### config.mk
export PLATFORM = sky130hd
export DESIGN_NAME = two_queue_weighted_drain
export DESIGN_NICKNAME = d
export VERILOG_FILES = /design/src/hw/rtl/twq_pkg.sv /design/src/hw/rtl/twq_ram.sv /design/src/hw/rtl/twq_out_buf.sv /design/src/hw/rtl/two_queue_weighted_drain.sv
export SDC_FILE = /design/constraint.sdc
export NUM_CORES = 1
export LEC_CHECK = 0
export BUFFER_PORTS_ARGS = -buffer_cell sky130_fd_sc_hd__buf_2
export CAP_MARGIN = 40
export CORE_MARGIN = 1.5
export CORE_UTILIZATION = 60
export CTS_CLUSTER_DIAMETER = 100
export DETAILED_ROUTE_END_ITERATION = 10
export PLACE_DENSITY = 0.77
export SYNTH_ARGS = -nofsm -noshare
export SYNTH_HDL_FRONTEND = slang
export SYNTH_SLANG_ARGS = --single-unit
export TNS_END_PERCENT = 30
### constraint.sdc
create_clock -name clk -period 7.3 [get_ports clk]
set_input_delay 0.73 -clock clk [delete_from_list [all_inputs] [get_ports clk]]
set_output_delay 0.73 -clock clk [all_outputs]
set_load 0.005 [all_outputs]
### src/hw/rtl/twq_pkg.sv
`timescale 1ns / 1ps
// ----------------------------------------------------------------------------
// twq_pkg
// Shared constants, codes and types of the two-queue weighted drain block.
// ----------------------------------------------------------------------------
package twq_pkg;

  localparam int QUEUE_DEPTH  = 16;
  localparam int NORMAL_EVERY = 3;
  localparam int ID_W         = 32;
  localparam int IDX_W        = $clog2(QUEUE_DEPTH);
  localparam int CNT_W        = $clog2(QUEUE_DEPTH + 1);
  localparam int SLOT_W       = $clog2(NORMAL_EVERY);

  localparam logic [1:0] ACT_ENQ_NORMAL = 2'd0;
  localparam logic [1:0] ACT_ENQ_PRIO   = 2'd1;
  localparam logic [1:0] ACT_DRAIN      = 2'd2;

  localparam logic [1:0] STAT_ACCEPTED = 2'd0;
  localparam logic [1:0] STAT_FULL     = 2'd1;
  localparam logic [1:0] STAT_SERVED   = 2'd2;
  localparam logic [1:0] STAT_EMPTY    = 2'd3;

  typedef struct packed {
    logic [1:0]             status;
    logic signed [ID_W-1:0] served_id;
    logic                   from_priority;
    logic                   last;
  } res_t;

  function automatic logic [IDX_W-1:0] idx_inc(input logic [IDX_W-1:0] idx);
    if (idx == IDX_W'(QUEUE_DEPTH - 1)) begin
      return '0;
    end
    return idx + IDX_W'(1);
  endfunction

  function automatic logic [IDX_W-1:0] idx_tail(input logic [IDX_W-1:0] head,
                                                input logic [CNT_W-1:0] count);
    logic [CNT_W:0] sum;
    sum = {{(CNT_W + 1 - IDX_W){1'b0}}, head} + {1'b0, count};
    if (sum >= (CNT_W + 1)'(QUEUE_DEPTH)) begin
      sum = sum - (CNT_W + 1)'(QUEUE_DEPTH);
    end
    return sum[IDX_W-1:0];
  endfunction

endpackage

### src/hw/rtl/twq_ram.sv
`timescale 1ns / 1ps
// ----------------------------------------------------------------------------
// twq_ram
// Simple dual-port synchronous RAM, one write and one registered read port.
// ----------------------------------------------------------------------------
module twq_ram #(
  parameter int DEPTH = 16,
  parameter int WIDTH = 32
) (
  input  logic                     clk,
  input  logic                     we,
  input  logic [$clog2(DEPTH)-1:0] waddr,
  input  logic [WIDTH-1:0]         wdata,
  input  logic                     re,
  input  logic [$clog2(DEPTH)-1:0] raddr,
  output logic [WIDTH-1:0]         rdata
);

  logic [WIDTH-1:0] mem [DEPTH];

  always_ff @(posedge clk) begin
    if (we) begin
      mem[waddr] <= wdata;
    end
  end

  always_ff @(posedge clk) begin
    if (re) begin
      rdata <= mem[raddr];
    end
  end

endmodule

### src/hw/rtl/twq_out_buf.sv
`timescale 1ns / 1ps
// ----------------------------------------------------------------------------
// twq_out_buf
// Two-entry result buffer between the result stage and the output channel.
// ----------------------------------------------------------------------------
module twq_out_buf
  import twq_pkg::*;
(
  input  logic       clk,
  input  logic       rst,
  input  logic       push,
  input  res_t       push_res,
  output logic [1:0] cnt,
  output logic       out_valid,
  input  logic       out_ready,
  output res_t       out_res
);

  res_t ent [2];
  logic wr_ptr;
  logic rd_ptr;
  logic pop;

  assign pop       = out_valid && out_ready;
  assign out_valid = (cnt != 2'd0);
  assign out_res   = ent[rd_ptr];

  always_ff @(posedge clk) begin
    if (push) begin
      ent[wr_ptr] <= push_res;
    end
  end

  always_ff @(posedge clk) begin
    if (rst) begin
      wr_ptr <= 1'b0;
      rd_ptr <= 1'b0;
      cnt    <= 2'd0;
    end else begin
      if (push) begin
        wr_ptr <= ~wr_ptr;
      end
      if (pop) begin
        rd_ptr <= ~rd_ptr;
      end
      cnt <= cnt + {1'b0, push} - {1'b0, pop};
    end
  end

endmodule

### src/hw/rtl/two_queue_weighted_drain.sv
`timescale 1ns / 1ps
// ----------------------------------------------------------------------------
// two_queue_weighted_drain
// Normal and priority id FIFOs held in two RAMs, with a weighted drain.
//
// Input channel (in_valid/in_ready) carries action and item_id. An enqueue
// beat gives one result beat (accepted or full). A drain beat walks both
// FIFOs: every NORMAL_EVERY-th slot goes to the normal FIFO while both hold
// ids, all other slots to the priority FIFO, and once one is empty the other
// is drained; one served-id beat per cycle while the result buffer has room,
// the final one with last set. A drain of two empty FIFOs gives one empty
// beat. Action code 3 is taken and gives no beat. Enqueue: one beat per
// cycle while the result buffer has room. A drain holds off the next input
// beat until its last id is read. Results pass the registered RAM read and
// the result buffer; one read port per RAM sets the rate, one id per cycle.
// Reset empties both FIFOs at once (counts and heads to zero); RAM contents
// are not cleared. When the receiver stalls, a two-entry result buffer fills,
// then RAM reads and input beats hold until room frees up.
// ----------------------------------------------------------------------------
module two_queue_weighted_drain
  import twq_pkg::*;
(
  input  logic                   clk,
  input  logic                   rst,
  input  logic                   in_valid,
  output logic                   in_ready,
  input  logic [1:0]             action,
  input  logic signed [ID_W-1:0] item_id,
  output logic                   out_valid,
  input  logic                   out_ready,
  output logic [1:0]             status,
  output logic signed [ID_W-1:0] served_id,
  output logic                   from_priority,
  output logic                   last
);

  typedef enum logic [1:0] {
    ST_IDLE  = 2'b01,
    ST_DRAIN = 2'b10
  } state_t;

  state_t           state;
  logic [IDX_W-1:0] n_head;
  logic [IDX_W-1:0] p_head;
  logic [CNT_W-1:0] n_count;
  logic [CNT_W-1:0] p_count;
  logic [SLOT_W-1:0] slot_mod;

  logic       s1_valid;
  logic       s1_served;
  logic       s1_prio;
  logic [1:0] s1_status;
  logic       s1_last;

  logic [1:0]      fifo_cnt;
  logic            pop;
  logic            room;
  logic            in_fire;
  logic            drain_issue;
  logic            take_prio;
  logic            n_full;
  logic            p_full;
  logic            drain_last;
  logic [CNT_W:0]  total;
  logic [ID_W-1:0] n_rdata;
  logic [ID_W-1:0] p_rdata;
  res_t            push_res;
  res_t            out_res;

  assign pop   = out_valid && out_ready;
  assign room  = ({1'b0, fifo_cnt} + {2'b00, s1_valid}) < (3'd2 + {2'b00, pop});
  assign in_ready    = (state == ST_IDLE) && room;
  assign in_fire     = in_valid && in_ready;
  assign drain_issue = (state == ST_DRAIN) && room;

  assign n_full     = (n_count == CNT_W'(QUEUE_DEPTH));
  assign p_full     = (p_count == CNT_W'(QUEUE_DEPTH));
  assign total      = {1'b0, n_count} + {1'b0, p_count};
  assign drain_last = (total == (CNT_W + 1)'(1));
  assign take_prio  = (p_count != '0) && !((slot_mod == '0) && (n_count != '0));

  twq_ram #(.DEPTH(QUEUE_DEPTH), .WIDTH(ID_W)) u_normal_ram (
    .clk   (clk),
    .we    (in_fire && (action == ACT_ENQ_NORMAL) && !n_full),
    .waddr (idx_tail(n_head, n_count)),
    .wdata (item_id),
    .re    (drain_issue && !take_prio),
    .raddr (n_head),
    .rdata (n_rdata)
  );

  twq_ram #(.DEPTH(QUEUE_DEPTH), .WIDTH(ID_W)) u_priority_ram (
    .clk   (clk),
    .we    (in_fire && (action == ACT_ENQ_PRIO) && !p_full),
    .waddr (idx_tail(p_head, p_count)),
    .wdata (item_id),
    .re    (drain_issue && take_prio),
    .raddr (p_head),
    .rdata (p_rdata)
  );

  always_ff @(posedge clk) begin
    if (rst) begin
      state    <= ST_IDLE;
      n_head   <= '0;
      p_head   <= '0;
      n_count  <= '0;
      p_count  <= '0;
      slot_mod <= '0;
      s1_valid <= 1'b0;
    end else begin
      s1_valid <= 1'b0;
      case (state)
        ST_IDLE: begin
          if (in_fire) begin
            case (action)
              ACT_ENQ_NORMAL: begin
                s1_valid  <= 1'b1;
                s1_served <= 1'b0;
                s1_prio   <= 1'b0;
                s1_last   <= 1'b1;
                s1_status <= n_full ? STAT_FULL : STAT_ACCEPTED;
                if (!n_full) begin
                  n_count <= n_count + CNT_W'(1);
                end
              end
              ACT_ENQ_PRIO: begin
                s1_valid  <= 1'b1;
                s1_served <= 1'b0;
                s1_prio   <= 1'b0;
                s1_last   <= 1'b1;
                s1_status <= p_full ? STAT_FULL : STAT_ACCEPTED;
                if (!p_full) begin
                  p_count <= p_count + CNT_W'(1);
                end
              end
              ACT_DRAIN: begin
                slot_mod <= SLOT_W'(1);
                if (total == '0) begin
                  s1_valid  <= 1'b1;
                  s1_served <= 1'b0;
                  s1_prio   <= 1'b0;
                  s1_last   <= 1'b1;
                  s1_status <= STAT_EMPTY;
                end else begin
                  state <= ST_DRAIN;
                end
              end
              default: begin
              end
            endcase
          end
        end
        ST_DRAIN: begin
          if (drain_issue) begin
            s1_valid  <= 1'b1;
            s1_served <= 1'b1;
            s1_prio   <= take_prio;
            s1_last   <= drain_last;
            s1_status <= STAT_SERVED;
            slot_mod  <= (slot_mod == SLOT_W'(NORMAL_EVERY - 1)) ? '0
                                                                 : slot_mod + SLOT_W'(1);
            if (take_prio) begin
              p_head  <= idx_inc(p_head);
              p_count <= p_count - CNT_W'(1);
            end else begin
              n_head  <= idx_inc(n_head);
              n_count <= n_count - CNT_W'(1);
            end
            if (drain_last) begin
              state <= ST_IDLE;
            end
          end
        end
        default: begin
          state <= ST_IDLE;
        end
      endcase
    end
  end

  always_comb begin
    push_res.status        = s1_status;
    push_res.served_id     = s1_served ? (s1_prio ? p_rdata : n_rdata) : '0;
    push_res.from_priority = s1_served && s1_prio;
    push_res.last          = s1_last;
  end

  twq_out_buf u_out_buf (
    .clk       (clk),
    .rst       (rst),
    .push      (s1_valid),
    .push_res  (push_res),
    .cnt       (fifo_cnt),
    .out_valid (out_valid),
    .out_ready (out_ready),
    .out_res   (out_res)
  );

  assign status        = out_res.status;
  assign served_id     = out_res.served_id;
  assign from_priority = out_res.from_priority;
  assign last          = out_res.last;

endmodule

* Word-level counts from Yosys, hierarchy flattened
Memory sizes are Yosys's and may differ from the RTL's. A register that Yosys moved wholly into a read port is not among the register bits.
Index checks and enable logic that the tools add are counted.
** Word-level totals
- Flip-flop bits (word level) :: 32
- Latch bits :: 0
- Bits in writable memories :: 1096
- ROM bits :: 0
- Bits of input ports :: 38
- Output and inout port bits :: 38
- Word-level logic and storage cells :: 170
- Memories :: 3
** Cells by class
- $add $sub $neg :: 16
- Multipliers :: 0
- Divide/modulo/power cells :: 0
- Magnitude comparators :: 3
- Equality and inequality tests :: 24
- Shift operators :: 0
- Muxes and demuxes :: 73
- Bitwise logic cells :: 4
- Reductions and logical operators :: 33
** Memory list
- u_normal_ram.mem :: depth 16, width 32, rd ports 1, clocked after memory_dff 1, wr ports 1, RTL line twq_ram.sv:19 : logic [WIDTH-1:0] mem [DEPTH];
- u_priority_ram.mem :: depth 16, width 32, rd ports 1, clocked after memory_dff 1, wr ports 1, RTL line twq_ram.sv:19
- u_out_buf.ent :: depth 2, width 36, rd ports 1, clocked after memory_dff 1, wr ports 1, RTL line twq_out_buf.sv:19 : res_t ent [2];
** Operator list (count)
- 32-bit two-way mux :: 2
- 5-bit two-way mux :: 10
- 1-bit two-way mux :: 30
- 2-bit two-way mux :: 12
- 4-bit two-way mux :: 6
- 6-bit AND reduction :: 4
- 5-bit case mux with 2 select lines :: 2
- 2-bit inequality test (second input constant) :: 8
- 1-bit case mux with 2 select lines :: 7
- 1-bit logical AND :: 13
- 4-bit by 5-bit adder with 6-bit output :: 2
- 6-bit by 5-bit greater-or-equal comparator with 1-bit output (second input constant) :: 2
- 2-bit case mux with 2 select lines :: 3
- 5-bit by 1-bit adder with 5-bit output (second input constant) :: 2
- 5-bit equality test (second input constant) :: 2
- 5-bit nonzero test :: 2
- 5-bit by 1-bit subtractor with 5-bit output (second input constant) :: 2
- 4-bit by 1-bit adder with 4-bit output (second input constant) :: 2
- 4-bit equality test (second input constant) :: 2
- 4-bit by 1-bit subtractor with 4-bit output (second input constant) :: 2
- 5-bit by 5-bit adder with 6-bit output :: 1
- 2-bit equality test (second input constant) :: 3
- 6-bit by 1-bit equality test with 1-bit output (second input constant) :: 1
- 6-bit logical NOT :: 1
- 20 further kinds :: 32

* Longest topological paths before layout
Gate-level depths: netlist (run 1).
- Depth in word-level cells :: 10
- Mapped depth :: 10
- Mapped depth without buffers :: 10

* Cells and area by module
A second synthesis (run 1) with hierarchy kept.
** Unflattened totals
- Cells, all modules :: 2127
- Area, all modules :: 46055.4 um^2
** By module, submodules not included
- twq_ram :: times used 2, cells an instance 838, area each 20155.6 um^2, seq. area each 16335.7 um^2
- twq_out_buf :: times used 1, cells an instance 134, area each 2987.9 um^2, seq. area each 2262.2 um^2
- two_queue_weighted_drain :: times used 1, cells an instance 317, area each 2756.4 um^2, seq. area each 610.6 um^2

* Least setup slack after synthesis (run 1)
OpenSTA, ideal clock, no wires.
- Path kind :: input-to-reg
- From :: in out_ready
- To :: mem u_normal_ram.mem[0][0], enable pin
- Setup time :: 0.461 ns
- Arrival :: 3.964 ns
- Required time :: 6.839 ns
- Slack :: 2.875 ns
- Stages :: 6
- Path buffers :: 0
- Cells stage by stage :: o21ai_1 -> o21a_1 -> nor3_1 -> and4_1 -> nand2_1 -> nor3_1
** On the way
- Longest elaborated chain between the ends :: 9
** Ends and longest elaborated chain
- from (decl) :: RTL line two_queue_weighted_drain.sv:30 : input logic out_ready,
- 1-bit logical AND :: RTL line two_queue_weighted_drain.sv:70 : assign pop = out_valid && out_ready;
- 2-bit by 1-bit adder with 3-bit output :: RTL line two_queue_weighted_drain.sv:71 : assign room = ({1'b0, fifo_cnt} + {2'b00, s1_valid}) < (3'd2 + {2'b00, pop});
- 3-bit < comparator :: RTL line two_queue_weighted_drain.sv:71
- 1-bit logical AND :: RTL line two_queue_weighted_drain.sv:72 : assign in_ready = (state == ST_IDLE) && room;
- 1-bit logical AND :: RTL line two_queue_weighted_drain.sv:73 : assign in_fire = in_valid && in_ready;
- 1-bit logical AND (2 in a row) :: RTL line two_queue_weighted_drain.sv:84 : .we (in_fire && (action == ACT_ENQ_NORMAL) && !n_full),
- 1-bit two-way mux :: RTL line twq_ram.sv:22 : if (we) begin
- 1-bit two-way mux (not written as such) :: RTL line twq_ram.sv:23 : mem[waddr] <= wdata;
- to (decl) :: RTL line twq_ram.sv:19
Every way passes these cells.

* Final worst setup path (run 1)
- From :: reg n_head[1]
- To :: mem u_normal_ram.mem[14][21], enable pin
** On the way
- Longest elaborated chain between the ends :: 3
- Elaborated cells on any way between the ends :: 4
- Those cells by class :: add/sub (2); order compare (1); mux (1)
** Ends and longest elaborated chain
- from (decl) :: RTL line two_queue_weighted_drain.sv:43 : logic [IDX_W-1:0] n_head;
- from (signal assigned) :: RTL line two_queue_weighted_drain.sv:167 : n_head <= idx_inc(n_head);
- 4-bit by 5-bit adder with 6-bit output * :: RTL line twq_pkg.sv:41 : sum = {{(CNT_W + 1 - IDX_W){1'b0}}, head} + {1'b0, count};
- 6-bit by 5-bit greater-or-equal comparator with 1-bit output or 4-bit by 1-bit subtractor with 4-bit output (tied branches) :: RTL line twq_pkg.sv:42, twq_pkg.sv:43
- 4-bit two-way mux * :: RTL line twq_pkg.sv:42 : if (sum >= (CNT_W + 1)'(QUEUE_DEPTH)) begin
Every way passes the cells marked *; elsewhere a longest branch is shown, timed or not.

==> out/summary.md, run 1 <==
## Die
- 60.81% — Initial Util
- 280.9 µm — Die X
- 101 — total number of placement rows
- 280.9 µm — vertical die dimension
- 78910 µm² — Die Outline Area
- 76 — number of top-level design ports
- 76200 µm² — Placeable Area

## Yosys
- 76.70% — part of the Yosys area used for sequential elements
- sky130_fd_sc_hd__edfxtp_1 — leading register cell type out of synthesis
- 1193 — flop and latch count out of synthesis
- sky130_fd_sc_hd__edfxtp_1 (1165), sky130_fd_sc_hd__mux4_2 (256), sky130_fd_sc_hd__mux2i_1 (101) — leading post-synthesis cells by instance count
- sky130_fd_sc_hd__edfxtp_1 — most frequent cell after synthesis
- 46340 µm² — cell area after technology mapping
- 2253 — Post-Syn Nets
- 21.25 µm² — mean instance size in the synthesized netlist
- 1165 — EDFF count, synth
- sky130_fd_sc_hd__edfxtp_1 (75%), sky130_fd_sc_hd__mux4_2 (12%), sky130_fd_sc_hd__mux2i_1 (2.2%), sky130_fd_sc_hd__dfxtp_1 (1.2%), sky130_fd_sc_hd__a211oi_1 (1.1%) — main area contributors after synthesis
- 75.49% — area fraction of the dominant cell type after synthesis
- 55 — number of distinct library cells after synthesis
- sky130_fd_sc_hd__edfxtp_1 — cell type contributing the most total cell area after synthesis
- 2181 — Mapped Cells
- 0% — Post-synth ARST share
- 0 — number of warnings printed during yosys synthesis

## STA
- 48.61% — period utilisation layout
- 3.752 ns — final worst slack
- 281.8 MHz — maximum operating frequency
- 0 ns — Total Negative Setup Slacks
- 0 — final hold violations
- 0 — Setup violations, final
- 0 — number of pins with negative max-slew slack in the final report
- 0.9353 ns — slew at the pin closest to its max-slew limit
- 0.02767 ns — setup skew after layout
- no — unrepaired setup endpoints after global routing
- 3.548 ns — post-layout min period
- 37.64% — worst max-slew margin expressed relative to the limit

## CTS
- 0 — total setup buffers inserted after CTS
- built — TritonCTS clock tree
- 1193 — number of clock sinks
- 0 — number of hold buffers added after cts
- 0 — number of resized instances in the post-cts repair step
- 3 — maximum buffer depth of the clock tree
- 3 — maximum level of the CTS H-tree
- sky130_fd_sc_hd__clkbuf_16 — cell at the root of the clock tree
- 112 — cts bufs inserted
- 0.06 ns — clock-pin slew on the worst setup and hold paths
- 0.68 ns — later-pin clock latency in the skew report

## Worst setup path
- 3.75 ns — minimum setup slack among reg-to-reg paths
- 59 — crit path max fanout
- flop — Worst setup SP type
- 3.89 ns — Worst EP arrival
- n_head[1]$_SDFFE_PP0P_ — start of the worst register-to-register path
- 7.64 ns — required time at the endpoint of the critical path
- reg -> reg — Setup CP Type
- u_normal_ram.mem[14][21]$_DFFE_PP_ — Crit Reg-Reg Endpoint
- n_head[1]$_SDFFE_PP0P_ — critical path launch point
- 7 — Worst Reg2Reg Path Length in Cells
- flop — endpoint kind of the worst setup timing path

## Global route
- 27.20% — global routing usage summed across all routing layers
- 23210 — vias in the first global route
- 107 — largest net degree at the start of global routing
- 0 — leftover overflow at the end of global routing
- 153.4 mm — first-pass GRT wire length
- 3 — number of antenna violations at the first check in global routing

## Route
- 0 — DRC Markers
- 22500 — vias
- 30.38 µm — WL/cell
- 104.3 mm — WL final
- 5 — length of the first detailed-routing pass in iterations
- 6.553 — number of vias per cell after detailed routing
- 2596 — Detailed Route Iter0 Violations
- 0 — number of nets with antenna violations after detailed routing

## Worst hold path
- u_out_buf.ent[1][35]$_DFFE_PP_ — hold endpoint
- s1_status[1]$_SDFFCE_PP1P_ — worst hold path startpoint
- reg -> reg — Worst Hold Class
- 0 — worst hold stages

## Cells and area
- 2388 — number of nets in the layout
- 0 — antenna diode count
- 4573 — total of fill cells in the finished design
- 35570 µm² — Sequential cell area
- 12.40% — growth of design area from synthesis to finish
- 3434 — Non-Filler Instances
- 10490 µm² — footprint of the multi-input gates
- 26.21% — proportion of layout cells with a drive suffix above 1

## Pwr
- 14.44 mW — Total Power Consumption
- 0.2311 mV — peak supply drop
- 277.3 nW/µm² — power per cell area
- 16.05 nW — leakage power

## Placement
- 3232 — instance count after placement with tap cells included
- 0.8433 — routability cong.
- 59.19 mm — post-detailed-placement half-perimeter wirelength
- 3.574 ns — post-place setup slack
- 75 — number of buffers added on ports

## Run
- 0 — number of max-cap violations

## Run status
- complete, no violations — status

-- cell usage in the layout (no fill, tap or decap), types with 9 or more instances in the layout --
master,netlist,routed
sky130_fd_sc_hd__mux2_2,36,36
sky130_fd_sc_hd__mux2i_1,101,101
sky130_fd_sc_hd__clkbuf_1,71,33
sky130_fd_sc_hd__nor2b_1,66,65
sky130_fd_sc_hd__o21ai_0,9,9
sky130_fd_sc_hd__buf_2,35,76
sky130_fd_sc_hd__buf_4,0,33
sky130_fd_sc_hd__a211oi_1,70,70
sky130_fd_sc_hd__nand2_1,22,22
sky130_fd_sc_hd__buf_12,0,14
sky130_fd_sc_hd__a21oi_1,88,88
sky130_fd_sc_hd__nor2_1,47,19
sky130_fd_sc_hd__ha_1,29,29
sky130_fd_sc_hd__and2_1,36,35
sky130_fd_sc_hd__nor2_4,0,28
sky130_fd_sc_hd__buf_16,0,11
sky130_fd_sc_hd__clkinv_1,0,19
sky130_fd_sc_hd__clkbuf_16,0,115
sky130_fd_sc_hd__edfxtp_1,1165,1165
sky130_fd_sc_hd__inv_1,22,21
sky130_fd_sc_hd__clkinv_2,0,22
sky130_fd_sc_hd__dfxtp_1,28,19
sky130_fd_sc_hd__mux4_2,256,256
sky130_fd_sc_hd__xnor2_1,15,15
-- sequential cells by signal (all words and copies together) (netlist names), 2 cells and up, named ones only --
| signal | cells |
|---|---|
| p_head | 4 |
| u_normal_ram.mem | 512 |
| n_head | 4 |
| slot_mod | 2 |
| p_count | 5 |
| u_out_buf.ent | 72 |
| state | 2 |
| u_out_buf.cnt | 2 |
| u_priority_ram.rdata | 32 |
| n_count | 5 |
| s1_status | 2 |
| u_normal_ram.rdata | 32 |
| u_priority_ram.mem | 512 |
-- power breakdown --
part           internal [mW]  leakage [nW]  switching [mW]  total (mW)
clock                   3.07          1.69            2.45        5.51
sequential              7.70          10.7          0.0932        7.79
combinational          0.457          3.64           0.683        1.14
total                   11.2          16.1            3.22        14.4
-- routing by layer --
layer | vias to the layer above | track usage [%] | part of all wire [%]
met5 | - | 0 | 0
met4 | 0 | 8.621 | 2.7
met3 | 185 | 4.057 | 8.1
met2 | 1211 | 45.44 | 51
met1 | 11830 | 37.49 | 38
li1 | 9276 | - | -
-- per-stage QoR --
stage	utilization, %	cell area, µm²	hold slack, ns
finish	68.35	52080	0.4892
global route	68.35	52080	0.5116
CTS	68.35	52080	0.4757
detailed placement	63.83	48640	0.4786
global placement	63.07	48060	0.4744
floorplan	-	46340	0.4215
-- final cells by class --
class	count	share of cell area [%]
well taps	1030	2.474
multi-input cells	853	20.13
repair buffers	134	2.325
clock inverters	54	0.8528
flip-flops and latches	1193	68.29
clock buffers	148	5.763
inverters	22	0.1586
-- cell families after synthesis --
family,after synthesis,synth area share (%)
simple gates,209,2.535
xor+xnor,21,0.3969
flops,1193,76.70
mux,393,15.50
buf+inv,135,1.188
fa+ha+maj,34,0.9990
compound gates,196,2.678
-- how the worst max path moves through the flow --
stage	end	slack (ns)	depth (start not counted)
2_1_floorplan	u_normal_ram.mem[0][0]$_DFFE_PP_	2.88	6
3_3_place_gp	u_priority_ram.mem[4][8]$_DFFE_PP_	3.18	6
3_5_place_dp	u_priority_ram.mem[4][8]$_DFFE_PP_	3.57	7
4_1_cts	u_normal_ram.mem[14][21]$_DFFE_PP_	3.74	7
5_1_grt	u_normal_ram.mem[14][29]$_DFFE_PP_	3.59	7
6_report	u_normal_ram.mem[14][21]$_DFFE_PP_	3.75	7
-- critical path, cell delays in order, from the launching register on --
cell and delay, ns:
sky130_fd_sc_hd__dfxtp_4 0.84, sky130_fd_sc_hd__ha_1 0.36, sky130_fd_sc_hd__a21o_1 0.16, sky130_fd_sc_hd__a21oi_1 0.30, sky130_fd_sc_hd__xor2_1 0.28, sky130_fd_sc_hd__nand2_1 0.29
sky130_fd_sc_hd__nor2_4 0.50, sky130_fd_sc_hd__buf_4 0.43
Note: power is estimated with default switching activity, not from simulation.
==> run 2, diff against run 1 <==
==> constraint.sdc (replaced) <==
create_clock -name clk -period 3.52 [get_ports clk]
set_input_delay 0.352 -clock clk [delete_from_list [all_inputs] [get_ports clk]]
set_output_delay 0.352 -clock clk [all_outputs]
set_load 0.005 [all_outputs]
==> run 2 against run 1 <==
- register-to-register slack got worse by 3.1 ns
- critical path type unchanged
- highest routed layer unchanged
- fmax grew 24%
- die area unchanged
- largest cell class unchanged
- sequential cell count stayed put
- cell count rose by 1.1%
- via count rose by 2.4%
- hold slack worse by 0.33 ns
- critical endpoint is now u_normal_ram.mem[4][18]$_DFFE_PP_
==> out/summary.md, run 2 (synthesis results as in run 1) <==
## Run status
- complete, no violations — status

## Route
- 0 — DRC Markers
- 2792 — Detailed Route Iter0 Violations
- 23040 — vias
- 106.5 mm — WL final
- 0 — number of nets with antenna violations after detailed routing
- 6.639 — number of vias per cell after detailed routing
- 6 — length of the first detailed-routing pass in iterations
- 30.70 µm — WL/cell

## Placement
- 75 — number of buffers added on ports
- 0.8358 — routability cong.
- 61.16 mm — post-detailed-placement half-perimeter wirelength
- 49150 µm² — post-placement cell area

## CTS
- 0 — total setup buffers inserted after CTS
- 112 — cts bufs inserted
- 0.69 ns — later-pin clock latency in the skew report
- 3 — maximum level of the CTS H-tree
- 0 — number of hold buffers added after cts
- sky130_fd_sc_hd__clkbuf_16 — cell at the root of the clock tree
- built — TritonCTS clock tree
- 0.06 ns — clock-pin slew on the worst setup and hold paths
- 0 — number of resized instances in the post-cts repair step
- 3 — maximum buffer depth of the clock tree
- 1193 — number of clock sinks

## STA
- 0 — Setup violations, final
- 38.34% — worst max-slew margin expressed relative to the limit
- no — unrepaired setup endpoints after global routing
- 0 — number of pins with negative max-slew slack in the final report
- 348.7 MHz — maximum operating frequency
- 0 ns — Total Negative Setup Slacks
- 0.02906 ns — setup skew after layout
- 2.868 ns — post-layout min period
- 0.9249 ns — slew at the pin closest to its max-slew limit
- 0 — final hold violations
- 81.48% — period utilisation layout

## Pwr
- 30.67 mW — Total Power Consumption
- 580.7 nW/µm² — power per cell area
- 0.4515 mV — peak supply drop
- 16.35 nW — leakage power

## Die
- 60.81% — Initial Util
- 101 — total number of placement rows
- 76 — number of top-level design ports
- 78910 µm² — Die Outline Area
- 76200 µm² — Placeable Area
- 280.9 µm — vertical die dimension
- 280.9 µm — Die X

## Cells and area
- 52810 µm² — total non-filler cell area in the finished layout
- sky130_fd_sc_hd__edfxtp_1 — leading cell type in the layout, fill and taps excluded
- 13.97% — growth of design area from synthesis to finish
- 2422 — number of nets in the layout
- u_normal_ram.mem: 512 flops, u_priority_ram.mem: 512 flops, u_out_buf.ent: 72 flops — Regs by FF count
- sky130_fd_sc_hd__edfxtp_1 (1165), sky130_fd_sc_hd__mux4_2 (256), sky130_fd_sc_hd__clkbuf_16 (113), sky130_fd_sc_hd__mux2i_1 (101), sky130_fd_sc_hd__a21oi_1 (88) — commonest cells after routing, fill and taps aside
- 27.54% — proportion of layout cells with a drive suffix above 1

## Global route
- 2 — number of antenna violations at the first check in global routing
- 68 — largest net degree at the start of global routing
- 23300 — vias in the first global route
- 0 — leftover overflow at the end of global routing
- 27.62% — global routing usage summed across all routing layers
- 154.5 mm — first-pass GRT wire length

## Worst setup path
- flop — Worst setup SP type
- flop — endpoint kind of the worst setup timing path
- 32 — crit path max fanout
- 3.88 ns — required time at the endpoint of the critical path
- 3.23 ns — Worst EP arrival
- reg -> reg — Setup CP Type
- 9 — Worst Reg2Reg Path Length in Cells

## Worst hold path
- 4 — worst hold stages
- in -> reg — Worst Hold Class

## Run
- 0 — number of max-cap violations

[run 2: final timing paths]
kind	from	to	slack, ns
min reg2reg	s1_last$_SDFFCE_PN1P_	u_out_buf.ent[0][0]$_DFFE_PP_	0.46
max reg2reg	s1_valid$_SDFF_PP0_	u_normal_ram.mem[4][18]$_DFFE_PP_	0.65
max	s1_valid$_SDFF_PP0_	u_normal_ram.mem[4][18]$_DFFE_PP_	0.65
min	action[0]	s1_valid$_SDFF_PP0_	0.16
[run 2: layout make-up]
type | instances | area [µm²]
multi-input combinational | 853 | 10500
inverter | 22 | 82.58
clock buffer | 140 | 2929
tap | 1030 | 1289
fill | 4469 | 23390
clock inverter | 64 | 711.9
sequential | 1193 | 35570
antenna | 1 | 2.502
timing repair buffer | 168 | 1724
[run 2: report_power, final]
group,total [mW],switching [mW],leakage [nW],internal (mW)
registers,16.1,0.158,10.7,16.0
logic,2.53,1.48,3.86,1.05
clock network,12.0,5.11,1.77,6.92
total,30.7,6.75,16.4,23.9
[run 2: layer usage]
metal,vias to the layer above,GRT usage (%),routed length (µm)
met5,-,0,0
li1,9365,-,-
met1,12110,38.34,40180
met4,0,9.300,3276
met3,205,5.437,10610
met2,1364,44.62,52480
[run 2: critical path, stage by stage (launching register included)]
cell                      delay [ns]
sky130_fd_sc_hd__dfxtp_1        0.36
sky130_fd_sc_hd__ha_1           0.22
sky130_fd_sc_hd__ha_1           0.30
sky130_fd_sc_hd__o21a_1         0.12
sky130_fd_sc_hd__nor3_1         0.21
sky130_fd_sc_hd__buf_4          0.23
sky130_fd_sc_hd__and4b_1        0.30
sky130_fd_sc_hd__nand2_1        0.25
sky130_fd_sc_hd__nor3_2         0.28
sky130_fd_sc_hd__buf_12         0.26
[run 2: through the flow]
step           utilization, %  cells  worst slack (ns)  hold slack, ns
3_3_place_gp            64.27   3258            0.7500          0.4230
5_1_grt                 69.31   3471            0.4979          0.1772
2_1_floorplan               -   2181           -0.7921          0.4215
6_report                69.31   3471            0.6518          0.1552
4_1_cts                 69.28   3469            0.6551          0.1336
3_5_place_dp            64.50   3265            0.7204          0.4464
